===== src/sv/fsq_pkg.sv =====
// ----------------------------------------------------------------------------
// fsq_pkg
// Shared types, opcodes and helper functions for the four-square decrypter.
// ----------------------------------------------------------------------------
package fsq_pkg;

  localparam int unsigned SQUARE_SIZE = 25;
  localparam int unsigned IDX_W       = 5;

  localparam logic [IDX_W-1:0] SIDE     = 5'd5;
  localparam logic [IDX_W-1:0] LAST_IDX = 5'd24;
  localparam logic [7:0]       ASCII_A  = 8'h41;

  localparam logic [1:0] OP_LOAD_ONE = 2'd0;
  localparam logic [1:0] OP_LOAD_TWO = 2'd1;
  localparam logic [1:0] OP_TEXT     = 2'd2;

  typedef struct packed {
    logic [7:0] letter;
    logic       last;
    logic       err;
  } out_item_t;

  typedef struct packed {
    logic             found_a;
    logic             found_b;
    logic [IDX_W-1:0] idx_a;
    logic [IDX_W-1:0] idx_b;
  } scan_result_t;

  function automatic logic [2:0] row_of(input logic [IDX_W-1:0] idx);
    logic [2:0] r;
    if (idx >= 5'd20)      r = 3'd4;
    else if (idx >= 5'd15) r = 3'd3;
    else if (idx >= 5'd10) r = 3'd2;
    else if (idx >= 5'd5)  r = 3'd1;
    else                   r = 3'd0;
    return r;
  endfunction

  function automatic logic [2:0] col_of(input logic [IDX_W-1:0] idx);
    logic [IDX_W-1:0] base;
    logic [IDX_W-1:0] c;
    base = IDX_W'(row_of(idx)) * SIDE;
    c    = idx - base;
    return c[2:0];
  endfunction

  // J-less alphabet: A..I, then K..Z
  function automatic logic [7:0] letter_of(input logic [2:0] row, input logic [2:0] col);
    logic [IDX_W-1:0] lin;
    logic [7:0]       l;
    lin = IDX_W'(row) * SIDE + IDX_W'(col);
    if (lin < 5'd9) l = ASCII_A + 8'(lin);
    else            l = ASCII_A + 8'(lin) + 8'd1;
    return l;
  endfunction

endpackage


===== src/sv/fsq_square.sv =====
// ----------------------------------------------------------------------------
// fsq_square
// One 25-entry key square: one write port, one registered read port.
// Per-entry valid bits make unwritten entries read as zero after reset.
// ----------------------------------------------------------------------------
module fsq_square (
  input  logic                     clk,
  input  logic                     rst,
  input  logic                     we,
  input  logic [fsq_pkg::IDX_W-1:0] waddr,
  input  logic [7:0]               wdata,
  input  logic                     re,
  input  logic [fsq_pkg::IDX_W-1:0] raddr,
  output logic [7:0]               rdata
);
  import fsq_pkg::*;

  logic [7:0]             mem [SQUARE_SIZE];
  logic [SQUARE_SIZE-1:0] valid;

  always_ff @(posedge clk) begin
    if (we) begin
      mem[waddr] <= wdata;
    end
  end

  always_ff @(posedge clk) begin
    if (rst) begin
      valid <= '0;
    end else if (we) begin
      valid[waddr] <= 1'b1;
    end
  end

  always_ff @(posedge clk) begin
    if (re) begin
      rdata <= valid[raddr] ? mem[raddr] : 8'h00;
    end
  end

endmodule


===== src/sv/fsq_scan.sv =====
// ----------------------------------------------------------------------------
// fsq_scan
// Walks both key squares in step, one address a cycle, and records the
// lowest index at which each key byte is found.
// ----------------------------------------------------------------------------
module fsq_scan (
  input  logic                      clk,
  input  logic                      rst,
  input  logic                      start,
  input  logic [7:0]                key_a,
  input  logic [7:0]                key_b,
  output logic                      re,
  output logic [fsq_pkg::IDX_W-1:0] raddr,
  input  logic [7:0]                rdata_a,
  input  logic [7:0]                rdata_b,
  output logic                      done,
  output fsq_pkg::scan_result_t     result
);
  import fsq_pkg::*;

  logic             busy;
  logic [IDX_W-1:0] issue;
  logic             cmp_valid;
  logic [IDX_W-1:0] cmp_idx;

  assign re    = busy;
  assign raddr = issue;

  always_ff @(posedge clk) begin
    if (rst) begin
      busy      <= 1'b0;
      issue     <= '0;
      cmp_valid <= 1'b0;
      done      <= 1'b0;
    end else begin
      cmp_valid <= busy;
      done      <= cmp_valid && (cmp_idx == LAST_IDX);
      if (start) begin
        busy  <= 1'b1;
        issue <= '0;
      end else if (busy) begin
        if (issue == LAST_IDX) busy <= 1'b0;
        else                   issue <= issue + 5'd1;
      end
    end
  end

  // read data comes back the cycle after its address is issued
  always_ff @(posedge clk) begin
    cmp_idx <= issue;
    if (start) begin
      result.found_a <= 1'b0;
      result.found_b <= 1'b0;
    end else if (cmp_valid) begin
      if (!result.found_a && (rdata_a == key_a)) begin
        result.found_a <= 1'b1;
        result.idx_a   <= cmp_idx;
      end
      if (!result.found_b && (rdata_b == key_b)) begin
        result.found_b <= 1'b1;
        result.idx_b   <= cmp_idx;
      end
    end
  end

endmodule


===== src/sv/four_square_decrypt.sv =====
// ----------------------------------------------------------------------------
// four_square_decrypt
// Four-square cipher decrypter with two loadable key squares.
// ----------------------------------------------------------------------------
// Usage:
//   Input channel (in_valid/in_ready) carries load and text transactions.
//   op 0/1 writes symbol into square one/two at position (above 24 ignored);
//   op 2 is a ciphertext byte, op 3 is dropped.
//   Text bytes pair up: the first is held. The second starts a scan of both
//   squares, one entry per cycle through their read ports; once the scan is
//   done and the buffer is empty, the pair's first result is presented and the
//   second follows once the first is taken. No input is taken during a scan,
//   so the 25-entry scan bounds throughput.
//   A lone final byte (end_of_text on an unpaired byte) passes straight
//   into the result buffer, behind any result still waiting.
//   Output channel (out_valid/out_ready) is a two-entry result buffer, so
//   loads and first bytes are still taken while one result waits; a full
//   buffer holds the input off, and a receiver stall also holds the pair's
//   write-back until the buffer has drained.
//   Reset clears both squares to zero, the held byte and the buffer.
// ----------------------------------------------------------------------------
module four_square_decrypt (
  input  logic       clk,
  input  logic       rst,
  input  logic       in_valid,
  output logic       in_ready,
  input  logic [1:0] op,
  input  logic [4:0] position,
  input  logic [7:0] symbol,
  input  logic       end_of_text,
  output logic       out_valid,
  input  logic       out_ready,
  output logic [7:0] letter,
  output logic       last_of_text,
  output logic       not_in_key
);
  import fsq_pkg::*;

  localparam logic [1:0] S_IDLE = 2'd0;
  localparam logic [1:0] S_SCAN = 2'd1;
  localparam logic [1:0] S_EMIT = 2'd2;

  logic [1:0] state;
  logic [1:0] state_next;
  logic       holding;
  logic [7:0] held_byte;
  logic [7:0] second_byte;
  logic       second_eot;

  out_item_t  slot0, slot1, slot0_next, slot1_next;
  logic [1:0] count, count_next;

  logic       accept;
  logic       we_one, we_two;
  logic       pos_ok;
  logic       push1, push2, pop;
  logic       start;
  logic       scan_done;
  logic       re;
  logic [IDX_W-1:0] raddr;
  logic [7:0] rdata_one, rdata_two;
  scan_result_t scan_res;
  out_item_t  lone_item, first_item, second_item;

  assign in_ready = (state == S_IDLE) && (count != 2'd2);
  assign accept   = in_valid && in_ready;
  assign pos_ok   = (position <= LAST_IDX);
  assign we_one   = accept && (op == OP_LOAD_ONE) && pos_ok;
  assign we_two   = accept && (op == OP_LOAD_TWO) && pos_ok;
  assign push1    = accept && (op == OP_TEXT) && !holding && end_of_text;
  assign start    = accept && (op == OP_TEXT) && holding;
  assign push2    = (state == S_EMIT) && (count == 2'd0);
  assign pop      = out_valid && out_ready;

  fsq_square u_square_one (
    .clk   (clk),
    .rst   (rst),
    .we    (we_one),
    .waddr (position),
    .wdata (symbol),
    .re    (re),
    .raddr (raddr),
    .rdata (rdata_one)
  );

  fsq_square u_square_two (
    .clk   (clk),
    .rst   (rst),
    .we    (we_two),
    .waddr (position),
    .wdata (symbol),
    .re    (re),
    .raddr (raddr),
    .rdata (rdata_two)
  );

  fsq_scan u_scan (
    .clk     (clk),
    .rst     (rst),
    .start   (start),
    .key_a   (held_byte),
    .key_b   (second_byte),
    .re      (re),
    .raddr   (raddr),
    .rdata_a (rdata_one),
    .rdata_b (rdata_two),
    .done    (scan_done),
    .result  (scan_res)
  );

  // second_byte is captured at start and holds the pair's second byte for the
  // whole scan
  always_comb begin
    lone_item = '{letter: symbol, last: 1'b1, err: 1'b0};
    if (scan_res.found_a && scan_res.found_b) begin
      first_item  = '{letter: letter_of(row_of(scan_res.idx_a), col_of(scan_res.idx_b)),
                      last: 1'b0, err: 1'b0};
      second_item = '{letter: letter_of(row_of(scan_res.idx_b), col_of(scan_res.idx_a)),
                      last: second_eot, err: 1'b0};
    end else begin
      first_item  = '{letter: held_byte, last: 1'b0, err: 1'b1};
      second_item = '{letter: second_byte, last: second_eot, err: 1'b1};
    end
  end

  always_comb begin
    state_next = state;
    unique case (state)
      S_IDLE:  if (start) state_next = S_SCAN;
      S_SCAN:  if (scan_done) state_next = S_EMIT;
      S_EMIT:  if (push2) state_next = S_IDLE;
      default: state_next = S_IDLE;
    endcase
  end

  // two-entry result buffer, head in slot0
  always_comb begin
    slot0_next = slot0;
    slot1_next = slot1;
    count_next = count;
    if (pop) begin
      slot0_next = slot1;
      count_next = count - 2'd1;
    end
    if (push1) begin
      if (count_next == 2'd0) slot0_next = lone_item;
      else                    slot1_next = lone_item;
      count_next = count_next + 2'd1;
    end else if (push2) begin
      slot0_next = first_item;
      slot1_next = second_item;
      count_next = 2'd2;
    end
  end

  always_ff @(posedge clk) begin
    if (rst) begin
      state     <= S_IDLE;
      holding   <= 1'b0;
      held_byte <= 8'h00;
      count     <= 2'd0;
    end else begin
      state <= state_next;
      count <= count_next;
      if (accept && (op == OP_TEXT)) begin
        if (holding) begin
          holding <= 1'b0;
        end else if (!end_of_text) begin
          holding   <= 1'b1;
          held_byte <= symbol;
        end
      end
    end
  end

  always_ff @(posedge clk) begin
    slot0 <= slot0_next;
    slot1 <= slot1_next;
    if (start) begin
      second_byte <= symbol;
      second_eot  <= end_of_text;
    end
  end

  assign out_valid    = (count != 2'd0);
  assign letter       = slot0.letter;
  assign last_of_text = slot0.last;
  assign not_in_key   = slot0.err;

endmodule

===== config.mk =====
export PLATFORM = sky130hd
export DESIGN_NAME = four_square_decrypt
export DESIGN_NICKNAME = d
export VERILOG_FILES = /design/src/sv/fsq_pkg.sv /design/src/sv/fsq_square.sv /design/src/sv/fsq_scan.sv /design/src/sv/four_square_decrypt.sv
export SDC_FILE = /design/constraint.sdc
export NUM_CORES = 1
export LEC_CHECK = 0
export BUFFER_PORTS_ARGS = -buffer_cell sky130_fd_sc_hd__buf_2
export CAP_MARGIN = 20
export CORE_UTILIZATION = 32
export CTS_CLUSTER_SIZE = 10
export DETAILED_ROUTE_END_ITERATION = 10
export PLACE_DENSITY = 0.59
export SLEW_MARGIN = 20
export SYNTH_ARGS = -nofsm -noshare
export SYNTH_HDL_FRONTEND = slang
export SYNTH_HIERARCHICAL = 1
export SYNTH_SLANG_ARGS = --single-unit

===== constraint.sdc =====
create_clock -name clk -period 3.8 [get_ports clk]
set_input_delay 0.38 -clock clk [delete_from_list [all_inputs] [get_ports clk]]
set_output_delay 0.38 -clock clk [all_outputs]
set_load 0.005 [all_outputs]

-- After elaboration in Yosys (flattened, before gate mapping)
Memory sizes are Yosys's and may differ from the RTL's. A register that Yosys moved wholly into a read port is not among the register bits.
Cells that the tools add are included.
- memory bits (writable): 400
- word-level logic and storage cells: 151
- memories: 2
- output and inout bits: 12
- register bits: 117
- bits of input ports: 20
- memories (memory ; depth ; bits a word ; rd ports ; clocked after Yosys merged registers in ; write ports ; line ; text):
    u_square_one.mem ; 25 ; 8 ; 1 ; 1 ; 1 ; fsq_square.sv:18 ; logic [7:0] mem [SQUARE_SIZE];
    u_square_two.mem ; 25 ; 8 ; 1 ; 1 ; 1 ; fsq_square.sv:18 ;
- reduce and logical (&&, ||, !) cells: 37
- multiplexer cells: 43
- add/subtract/negate cells: 11
- bitwise gates (word level): 6
- eq/ne operators: 13
- $mul: 2
- magnitude comparators: 14
- operators by type and width (operator ; count):
    two-way mux 10 bit ; 9
    bitwise OR 25 bit ; 2
    >= comparator 5 x 4 -> 1 bit, second input constant ; 4
    two-way mux 3 bit ; 6
    logical AND 1 bit ; 17
    adder 7 x 5 -> 8 bit, first input constant ; 2
    adder 8 x 1 -> 8 bit, second input constant ; 2
    equality test 8 bit ; 2
    two-way mux 2 bit ; 8
    two-way mux 8 bit ; 2
    two-way mux 1 bit ; 14
    less-than comparator 5 x 6 -> 1 bit, second input constant ; 2
    AND reduction 3 bit ; 4
    adder 5 x 3 -> 5 bit ; 2
    binary-select mux 1 bit (select 5 bit) ; 2
    equality test 5 bit, second input constant ; 2
    >= comparator 5 x 3 -> 1 bit, second input constant ; 2
    >= comparator 5 bit, second input constant ; 2
    less-than comparator 5 x 4 -> 1 bit, second input constant ; 2
    multiplier 3 x 3 -> 5 bit, second input constant ; 2
    logical NOT 2 bit ; 4
    inequality test 2 bit, second input constant ; 4
    AND reduction 2 bit ; 4
    one-hot mux 2 bit (3 select lines) ; 1
    14 further kinds ; 25

-- Logic depth before layout (Yosys ltp)
Gate-level depths: netlist (run 1).
- depth after elaboration: 15
- depth in mapped cells: 19
- depth with buffers taken out: 19

-- Modules after synthesis
The synthesis (run 1) kept the hierarchy.
- by module, submodules not included (module ; cells an instance ; times used ; area an instance (µm²) ; sequential area each (µm²)):
    fsq_square (u_square_two) ; 557 ; 1 ; 9135.0 ; 6746.5
    fsq_square (u_square_one) ; 555 ; 1 ; 9131.3 ; 6746.5
    four_square_decrypt ; 330 ; 1 ; 2955.3 ; 1031.0
    fsq_scan ; 83 ; 1 ; 996.0 ; 600.6

-- Worst setup path before layout (run 1)
Ideal clock, no wire load.
- kind: reg2reg
- from: register u_scan/result[8] (netlist bit)
- to: register slot1[6] (netlist bit) (data pin)
- data required time: 3541 ps
- path slack: 72 ps
- cell stages (with the launch flop): 17
- library setup time: 259 ps
- arrival: 3469 ps
- cell sequence: edfxtp_1 inv_1 maj3_1 a211oi_1 a21oi_1 ha_1 inv_1 fa_1 inv_1 fa_1 inv_1 ha_1 nand2_1 or3_1 a21oi_1 xnor2_1 o21ai_1
- RTL lines (what ; line ; text):
    from (decl) ; fsq_scan.sv:17 ; output fsq_pkg::scan_result_t result
    to (signal assigned) ; four_square_decrypt.sv:178 ; slot1 <= slot1_next;
    to (decl) ; four_square_decrypt.sv:50 ; out_item_t slot0, slot1, slot0_next, slot1_next;

==> results.sh, run 1 <==
export IMPL_status="finished clean"
export IMPL_syn_area_sq_um=22200
export IMPL_postSynth_asyncResetShare_pct=0
export IMPL_worstPathRequired_ns=4.18
export IMPL_path_cells="maj3_1, a211oi_2, a21oi_2, ha_1, inv_1, fa_1, ha_1, a21o_1, a21oi_1, xnor2_2, a21oi_2, nand4b_1, xnor2_1, o21ai_1"
export IMPL_final_fill_count=6361
export IMPL_synthFlopType="edfxtp_1"
export IMPL_grt_overflow=0
export IMPL_fin_skew_ns=0.0221
export IMPL_pin_count=32
export IMPL_drtAntennaViolNets=0
export IMPL_mostFrequentLayoutCells="445 x edfxtp_1, 192 x nor2_1, 184 x mux2i_1"
export IMPL_clkSinkCount=533
export IMPL_yosysWarningCount=6
export IMPL_grt_pass1_vias=12900
export IMPL_critPathMaxStageDelay_ns=0.43
export IMPL_viasPerCell=4.98
export IMPL_hold_path_depth=2
export IMPL_path_buf_inv=1
export IMPL_r2r_end="slot1[6]$_DFFE_PP_"
export IMPL_maxSlewHeadroom_pct=30.2
export IMPL_vdd_drop_max_mv=0.385
export IMPL_start_util_pct=32.4
export IMPL_clock_path_buffers=3
export IMPL_hold_end="count[0]$_SDFF_PP0_"
export IMPL_final_util_pct=37.9
export IMPL_die_y_microns=265
export IMPL_min_period_over_period_pct=97.0
export IMPL_worstHoldStart="rst"
export IMPL_ys_seq_area_share_pct=68.1
export IMPL_grt_pass1_wl_mm=79.6
export IMPL_vias=13100
export IMPL_fmax_mhz=271
export IMPL_worst_pin_slew_ns=1.05
export IMPL_criticalPathCategory="register to register"
export IMPL_numPortBuffers=31
export IMPL_synth_edf_count=445
export IMPL_p_per_area_nw_per_um2=478
export IMPL_end_kind="register"
export IMPL_cp_startpoint="u_scan/result[6]$_DFFE_PP_"
export IMPL_r2r_slack_ns=0.11
export IMPL_critPathTopFamily="adder cells"
export IMPL_hold_class="primary input to register"
export IMPL_drive_above_1_share_pct=18.0
export IMPL_dr_pass1_iters=5
export IMPL_power_leakage_nw=8.25
export IMPL_wl_per_cell_microns=20.1
export IMPL_cts_tree="yes"
export IMPL_r2r_cells=14
export IMPL_drc=0
export IMPL_slowest_stage="fa_1"
export IMPL_netlist_cell_type_count=72
export IMPL_synth_cells=1525
export IMPL_whs_ns=0.136
export IMPL_antenna_found_initial=0
export IMPL_final_nets=1702
export IMPL_worst_path_max_fanout=6
export IMPL_antenna_cells=0
export IMPL_htree_num_levels=2
export IMPL_hold_violations=0
export IMPL_min_period_ns=3.69
export IMPL_drtIter0Drc=1181
export IMPL_layout_commonest_cell="edfxtp_1"
export IMPL_clk_pin_slew_worst_paths_ns=0.06
export IMPL_cts_buffers=60
export IMPL_root_buffer="clkbuf_16"
export IMPL_syn2layout_area_growth_pct=16.8
export IMPL_syn_nets=1570
export IMPL_finalWeightedCongestion=0.838
export IMPL_r2r_start="u_scan/result[6]$_DFFE_PP_"
export IMPL_wl_mm=53.2
export IMPL_gr_usage_all_layers_pct=14.9
export IMPL_worstPathArrival_ns=4.06
export IMPL_finalSetupViolCount=0
export IMPL_startpoint_type="register"
export IMPL_grt_max_degree=65
export IMPL_rows=96
export IMPL_die_w_microns=265
export IMPL_ys_ff_latch=533
export IMPL_slew_violations=0
export IMPL_fin_setup_tns_ns=0
export IMPL_die_area_sq_um=70500
export IMPL_clkLatencyLatePin_ns=0.64
export IMPL_syn_area_per_cell_sq_um=14.6
export IMPL_max_cap_violations=0
export IMPL_dp_hpwl_mm=33.9
export IMPL_core_sq_um=68600
==> layout make-up <==
type	count	area, sq um	share of cell area, %
Multi-Input combinational cell	884	6690	25.8
Inverter	38	144	0.554
Timing Repair Buffer	140	1020	3.92
Tap cell	931	1160	4.49
Clock inverter	3	70.1	0.270
Clock buffer	111	1740	6.72
Sequential cell	533	15100	58.3
==> metal layers <==
metal	track usage, %	up-vias	share of wire (%)
met5	0	-	0
met4	4.69	0	2.5
met3	2.09	89	5.1
met2	24.2	382	47
met1	20.5	6593	45
li1	-	6073	-
==> metrics by stage <==
stage	std cells	total power, mW	instance area (sq um)	setup slack, ns
6_report	2640	12.4	26000	0.114
3_3_place_gp	2514	7.19	23900	0.0938
2_1_floorplan	1525	6.90	22200	0.0722
4_1_cts	2629	12.6	25700	0.00397
3_5_place_dp	2514	7.20	23900	-0.0216
5_1_grt	2640	12.9	26000	-0.0829
==> registers in the layout (all words and copies together), names as in the netlist, 2 cells and up <==
signal              count
u_square_one/rdata      8
u_square_two/mem      200
state                   2
slot1                  10
u_square_one/valid     25
u_scan/cmp_idx          5
held_byte               8
letter                  8
u_scan/raddr            5
u_square_two/valid     25
u_square_two/rdata      8
u_square_one/mem      200
second_byte             8
u_scan/result          12
count                   2
==> timing repair <==
item | 4_1_cts | 5_1_grt
setup buffers | 0 | 11
setup endpoints to repair | 1 | 9
pin swaps | 0 | 19
hold endpoints to repair | 1 | 0
gates resized for setup | 1 | 33
hold buffers | 1 | 0
==> Yosys cell counts (4+ instances only) <==
cell type / instances / share of area (%)
o211ai_1: 19 / 0.64
buf_1: 4 / 0.068
inv_1: 35 / 0.59
nand4_1: 6 / 0.17
a311oi_1: 4 / 0.16
or3_1: 7 / 0.20
buf_4: 18 / 0.61
nand3_1: 47 / 1.1
mux4_2: 16 / 1.6
nor3_1: 9 / 0.20
xor2_1: 6 / 0.24
nand2b_1: 23 / 0.65
mux2i_1: 184 / 8.3
dfxtp_1: 88 / 7.9
edfxtp_1: 445 / 60
a21oi_1: 31 / 0.70
o21ai_1: 6 / 0.14
buf_2: 15 / 0.34
xnor2_1: 30 / 1.2
o22ai_1: 16 / 0.45
a22oi_1: 56 / 1.9
nand3b_1: 9 / 0.30
nor2b_1: 10 / 0.28
clkbuf_1: 29 / 0.49
nor2_1: 194 / 3.3
nand2_1: 39 / 0.66
mux2_2: 38 / 1.9
and3_1: 4 / 0.11
a31oi_1: 17 / 0.48
a221oi_1: 18 / 0.71
ha_1: 21 / 1.2
o21ai_0: 16 / 0.36
fa_1: 4 / 0.36
==> how the worst max path moves through the flow <==
stage,endpoint,slack [ns],cells past startpoint
after global placement,slot1[6]$_DFFE_PP_,0.09,16
after detailed placement,slot1[6]$_DFFE_PP_,-0.02,15
after global routing,slot1[6]$_DFFE_PP_,-0.08,14
final,slot1[6]$_DFFE_PP_,0.11,14
after CTS,letter[5]$_DFF_P_,0.004,16
after floorplan,slot1[6]$_DFFE_PP_,0.07,16
==> logic make-up after synthesis <==
logic type | synth area share [%]
compound gates | 6.56
xor+xnor | 1.57
fa+ha+maj | 1.59
buf+inv | 2.43
flops | 68.1
mux | 11.8
simple gates | 7.94
==> where the power goes <==
part | leakage [nW] | switching, mW | internal [mW]
clock | 0.860 | 2.26 | 3.08
sequential | 4.73 | 0.0646 | 6.41
combinational | 2.65 | 0.383 | 0.222
total | 8.25 | 2.71 | 9.71
(Power assumes the default switching activity.)
==> run 2, diff against run 1 <==
Settings changed: RECOVER_POWER set to 50.
==> run 2 against run 1 <==
Against the previous run: clock power about the same; critical path depth unchanged; routed wire length about the same; final cell count unchanged; fmax down 0.13%; highest routed layer unchanged; the run now ends with max-capacitance violations, max-slew violations left; combinational power down 3%; register-to-register slack about the same.
==> results.sh, run 2 (same netlist as run 1, synthesis figures left out) <==
export IMPL_status="finished, violations left"
export IMPL_violations="max-capacitance violations, max-slew violations"
export IMPL_power_mw=12.4
export IMPL_drive_above_1_share_pct=16.1
export IMPL_pin_count=32
export IMPL_p_per_area_nw_per_um2=480
export IMPL_grt_max_degree=65
export IMPL_critPathTopFamily="adder cells"
export IMPL_r2r_end="slot1[6]$_DFFE_PP_"
export IMPL_r2r_cells=14
export IMPL_die_y_microns=265
export IMPL_dp_hpwl_mm=33.9
export IMPL_fin_setup_tns_ns=0
export IMPL_placed_cell_area_sq_um=23900
export IMPL_max_cap_violations=8
export IMPL_cts_buffers=60
export IMPL_gr_usage_all_layers_pct=14.9
export IMPL_final_area_sq_um=25900
export IMPL_slew_violations=295
export IMPL_core_sq_um=68600
export IMPL_clock_path_buffers=3
export IMPL_numPortBuffers=31
export IMPL_rows=96
export IMPL_dr_pass1_iters=5
export IMPL_slowest_stage="fa_1"
export IMPL_critPathMaxStageDelay_ns=0.43
export IMPL_hold_violations=0
export IMPL_fin_cells=2640
export IMPL_clkSinkCount=533
export IMPL_syn2layout_area_growth_pct=16.5
export IMPL_post_place_cells=2514
export IMPL_final_util_pct=37.7
export IMPL_path_cells="maj3_1, a211oi_2, a21oi_2, ha_1, inv_1, fa_1, ha_1, a21o_1, a21oi_1, xnor2_2, a21oi_2, nand4b_1, xnor2_1, o21ai_1"
export IMPL_min_period_ns=3.69
export IMPL_antenna_cells=0
export IMPL_final_nets=1702
export IMPL_r2r_slack_ns=0.11
export IMPL_maxSlewHeadroom_pct=-68.2
export IMPL_hold_class="primary input to register"
export IMPL_drtIter0Drc=1193
export IMPL_dp_slack_ns=-0.0216
export IMPL_cp_endpoint="slot1[6]$_DFFE_PP_"
export IMPL_setup_slack_ns=0.109
export IMPL_power_leakage_nw=8.15
export IMPL_grt_pass1_vias=12900
export IMPL_die_area_sq_um=70500
export IMPL_startpoint_type="register"
export IMPL_clkLatencyLatePin_ns=0.64
export IMPL_clk_pin_slew_worst_paths_ns=0.06
export IMPL_criticalPathCategory="register to register"
export IMPL_finalSetupViolCount=0
export IMPL_grt_pass1_wl_mm=79.6
export IMPL_worst_pin_slew_ns=2.52
export IMPL_wl_per_cell_microns=20.1
export IMPL_whs_ns=0.134
export IMPL_cp_depth=14
export IMPL_drtAntennaViolNets=0
export IMPL_start_util_pct=32.4
export IMPL_path_buf_inv=1
export IMPL_fmax_mhz=271
export IMPL_biggestRegsByFlops="u_square_one/mem (200), u_square_two/mem (200)"
export IMPL_antenna_found_initial=0
export IMPL_worstPathArrival_ns=4.07
export IMPL_finalWeightedCongestion=0.838
export IMPL_vdd_drop_max_mv=0.389
export IMPL_fin_skew_ns=0.0235
export IMPL_end_kind="register"
export IMPL_root_buffer="clkbuf_16"
export IMPL_layout_commonest_cell="edfxtp_1"
export IMPL_final_fill_count=6388
export IMPL_worstPathRequired_ns=4.18
export IMPL_mostFrequentLayoutCells="445 x edfxtp_1, 192 x nor2_1, 184 x mux2i_1"
export IMPL_viasPerCell=4.97
export IMPL_cp_startpoint="u_scan/result[6]$_DFFE_PP_"
export IMPL_wl_mm=53.2
export IMPL_r2r_start="u_scan/result[6]$_DFFE_PP_"
export IMPL_htree_num_levels=2
export IMPL_hold_path_depth=2
export IMPL_min_period_over_period_pct=97.1
export IMPL_grt_overflow=0
export IMPL_worst_path_max_fanout=6
export IMPL_die_w_microns=265
export IMPL_cts_tree="yes"
export IMPL_drc=0
export IMPL_vias=13100
run 2: repair_timing:
item	in CTS	in global routing
hold buffers	1	0
resized for setup	1	33
setup endpoints to repair	1	9
buffers inserted	0	11
hold endpoints to repair	1	0
pin swaps	0	19
run 2: report_power, final:
| group | switching, mW | leakage [nW] | internal [mW] |
|---|---|---|---|
| registers | 0.0664 | 4.73 | 6.42 |
| logic | 0.382 | 2.56 | 0.207 |
| clock network | 2.27 | 0.860 | 3.08 |
run 2: metal layers:
metal  track usage, %  wire length [microns]  vias to the layer above  part of all wire (%)
met2             24.2                  25300                      376                    48
li1                 -                      -                     6070                     -
met1             20.5                  23900                     6594                    45
met4             4.69                   1330                        0                   2.5
met5                0                      0                        -                     0
met3             2.09                   2670                       89                   5.0
run 2: how the worst min path moves through the flow:
stage | from | endpoint | slack [ns]
2_1_floorplan | u_scan/raddr[0]$_SDFFE_PP0P_ | u_scan/cmp_idx[0]$_DFF_P_ | 0.39
3_3_place_gp | u_scan/raddr[0]$_SDFFE_PP0P_ | u_scan/cmp_idx[0]$_DFF_P_ | 0.39
3_5_place_dp | u_scan/raddr[0]$_SDFFE_PP0P_ | u_scan/cmp_idx[0]$_DFF_P_ | 0.39
4_1_cts | rst | count[0]$_SDFF_PP0_ | 0.11
5_1_grt | rst | state[1]$_SDFFE_PP0P_ | 0.14
6_report | rst | count[0]$_SDFF_PP0_ | 0.13
run 2: layout make-up:
class	count	area, sq um	share of cell area (%)
well taps	931	1160	4.50
clock inverters	3	70.1	0.271
repair buffers	140	946	3.66
flip-flops and latches	533	15100	58.4
clock buffers	111	1740	6.74
inverters	38	144	0.556
multi-input cells	884	6680	25.8
==> run 3, diff against run 2 <==
Settings changed: CORE_MARGIN set to 5, MAX_ROUTING_LAYER set to met4, SLEW_MARGIN 20 to 25.
==> run 3 against run 2 <==
Against the previous run: the flow still finishes with violations (max-capacitance violations, max-slew violations); clock power decreased by 2%; clock skew down 0.0013 ns; sequential power about the same; setup slack got worse by 0.044 ns; die area rose by 6.1%; global-route usage shrank 0.61 points; combinational power decreased by 0.7%; fmax down 1.2%; non-clock buffer count fell by 4.
==> results.sh, run 3 (same netlist as run 1, synthesis figures left out) <==
export IMPL_status="finished, violations left"
export IMPL_violations="max-capacitance violations, max-slew violations"
export IMPL_min_period_over_period_pct=98.3
export IMPL_hold_violations=0
export IMPL_final_nets=1698
export IMPL_cts_buffers=60
export IMPL_layout_commonest_cell="edfxtp_1"
export IMPL_fmax_mhz=268
export IMPL_wl_mm=53.2
export IMPL_maxSlewHeadroom_pct=-71.3
export IMPL_clock_path_buffers=3
export IMPL_syn2layout_area_growth_pct=16.0
export IMPL_grt_overflow=0
export IMPL_pin_count=32
export IMPL_hold_class="primary input to register"
export IMPL_max_cap_violations=10
export IMPL_mostFrequentLayoutCells="445 x edfxtp_1, 192 x nor2_1, 184 x mux2i_1"
export IMPL_gr_usage_all_layers_pct=14.3
export IMPL_cts_tree="yes"
export IMPL_rows=96
export IMPL_final_util_pct=37.5
export IMPL_fin_cells=2636
export IMPL_fin_setup_tns_ns=0
export IMPL_grt_max_degree=60
export IMPL_startpoint_type="register"
export IMPL_dp_hpwl_mm=34.3
export IMPL_vias=13100
export IMPL_wl_per_cell_microns=20.2
export IMPL_start_util_pct=32.3
export IMPL_viasPerCell=4.99
export IMPL_min_period_ns=3.73
export IMPL_drtIter0Drc=988
export IMPL_slew_violations=328
export IMPL_setup_slack_ns=0.0652
export IMPL_grt_pass1_vias=13000
export IMPL_worstPathArrival_ns=4.09
export IMPL_worstPathRequired_ns=4.16
export IMPL_numPortBuffers=31
export IMPL_die_w_microns=273
export IMPL_root_buffer="clkbuf_16"
export IMPL_die_y_microns=273
export IMPL_post_place_cells=2513
export IMPL_power_leakage_nw=8.10
export IMPL_die_area_sq_um=74800
export IMPL_clkLatencyLatePin_ns=0.63
export IMPL_biggestRegsByFlops="u_square_one/mem (200), u_square_two/mem (200)"
export IMPL_htree_num_levels=2
export IMPL_core_sq_um=68700
export IMPL_finalWeightedCongestion=0.878
export IMPL_vdd_drop_max_mv=0.355
export IMPL_antenna_cells=0
export IMPL_antenna_found_initial=0
export IMPL_fin_skew_ns=0.0222
export IMPL_p_per_area_nw_per_um2=478
export IMPL_final_area_sq_um=25800
export IMPL_placed_cell_area_sq_um=23900
export IMPL_end_kind="register"
export IMPL_worst_path_max_fanout=4
export IMPL_dp_slack_ns=-0.00107
export IMPL_drc=0
export IMPL_grt_pass1_wl_mm=80.6
export IMPL_power_mw=12.3
export IMPL_drtAntennaViolNets=0
export IMPL_dr_pass1_iters=5
export IMPL_worst_pin_slew_ns=2.57
export IMPL_clkSinkCount=533
export IMPL_drive_above_1_share_pct=15.7
export IMPL_clk_pin_slew_worst_paths_ns=0.06
export IMPL_criticalPathCategory="register to register"
export IMPL_whs_ns=0.303
export IMPL_finalSetupViolCount=0
run 3: changes by cell type in the layout (fill, tap and decap cells not counted), sizes merged:
cell,delta
buf,-3
inv,+1
clkbuf,-3
clkinv,+1
run 3: final timing paths:
path                                    from                         end  slack [ns]  depth (start not counted)
setup / recovery  u_scan/result[8]$_DFFE_PP_          slot1[6]$_DFFE_PP_        0.07                         16
hold reg to reg    u_scan/cmp_idx[0]$_DFF_P_  u_scan/result[0]$_DFFE_PP_        0.46                          0
hold / removal                           rst   held_byte[2]$_SDFFE_PP0P_        0.30                          2
setup reg to reg  u_scan/result[8]$_DFFE_PP_          slot1[6]$_DFFE_PP_        0.07                         16
run 3: cell type report:
class | count | area (sq um)
well taps | 931 | 1160
inverters | 38 | 144
flip-flops and latches | 533 | 15100
repair buffers | 136 | 915
fillers | 6543 | 42900
clock inverters | 5 | 81.3
clock buffers | 109 | 1700
multi-input cells | 884 | 6650
run 3: timing repair:
item | 4_1_cts | 5_1_grt
hold buffers | 1 | 0
pin swaps | 0 | 15
setup endpoints to repair | 1 | 12
setup buffers | 0 | 8
hold endpoints to repair | 1 | 0
resized for setup | 2 | 24
run 3: layer usage:
metal / vias to the layer above / wire length [microns] / GRT usage (%) / part of all wire [%]
met4: 0 / 1060 / 3.70 / 2.0
met1: 6655 / 24200 / 19.3 / 45
li1: 6077 / - / - / -
met2: 341 / 25300 / 22.8 / 48
met3: 73 / 2660 / 2.14 / 5.0
met5: - / 0 / - / 0
run 3: worst max-delay path, stage by stage, from the launching register on:
cell	delay (ns)
edfxtp_1	0.36
inv_2	0.06
maj3_1	0.37
a211oi_2	0.27
a21oi_2	0.07
ha_1	0.19
inv_1	0.07
fa_2	0.44
inv_1	0.08
fa_2	0.46
inv_2	0.11
ha_2	0.19
nand2_1	0.08
or3_1	0.33
a21oi_2	0.18
xnor2_1	0.14
o21ai_1	0.07
run 3: report_power, final:
group / internal [mW] / switching [mW]
logic: 0.204 / 0.380
clock network: 3.00 / 2.25
registers: 6.42 / 0.0661
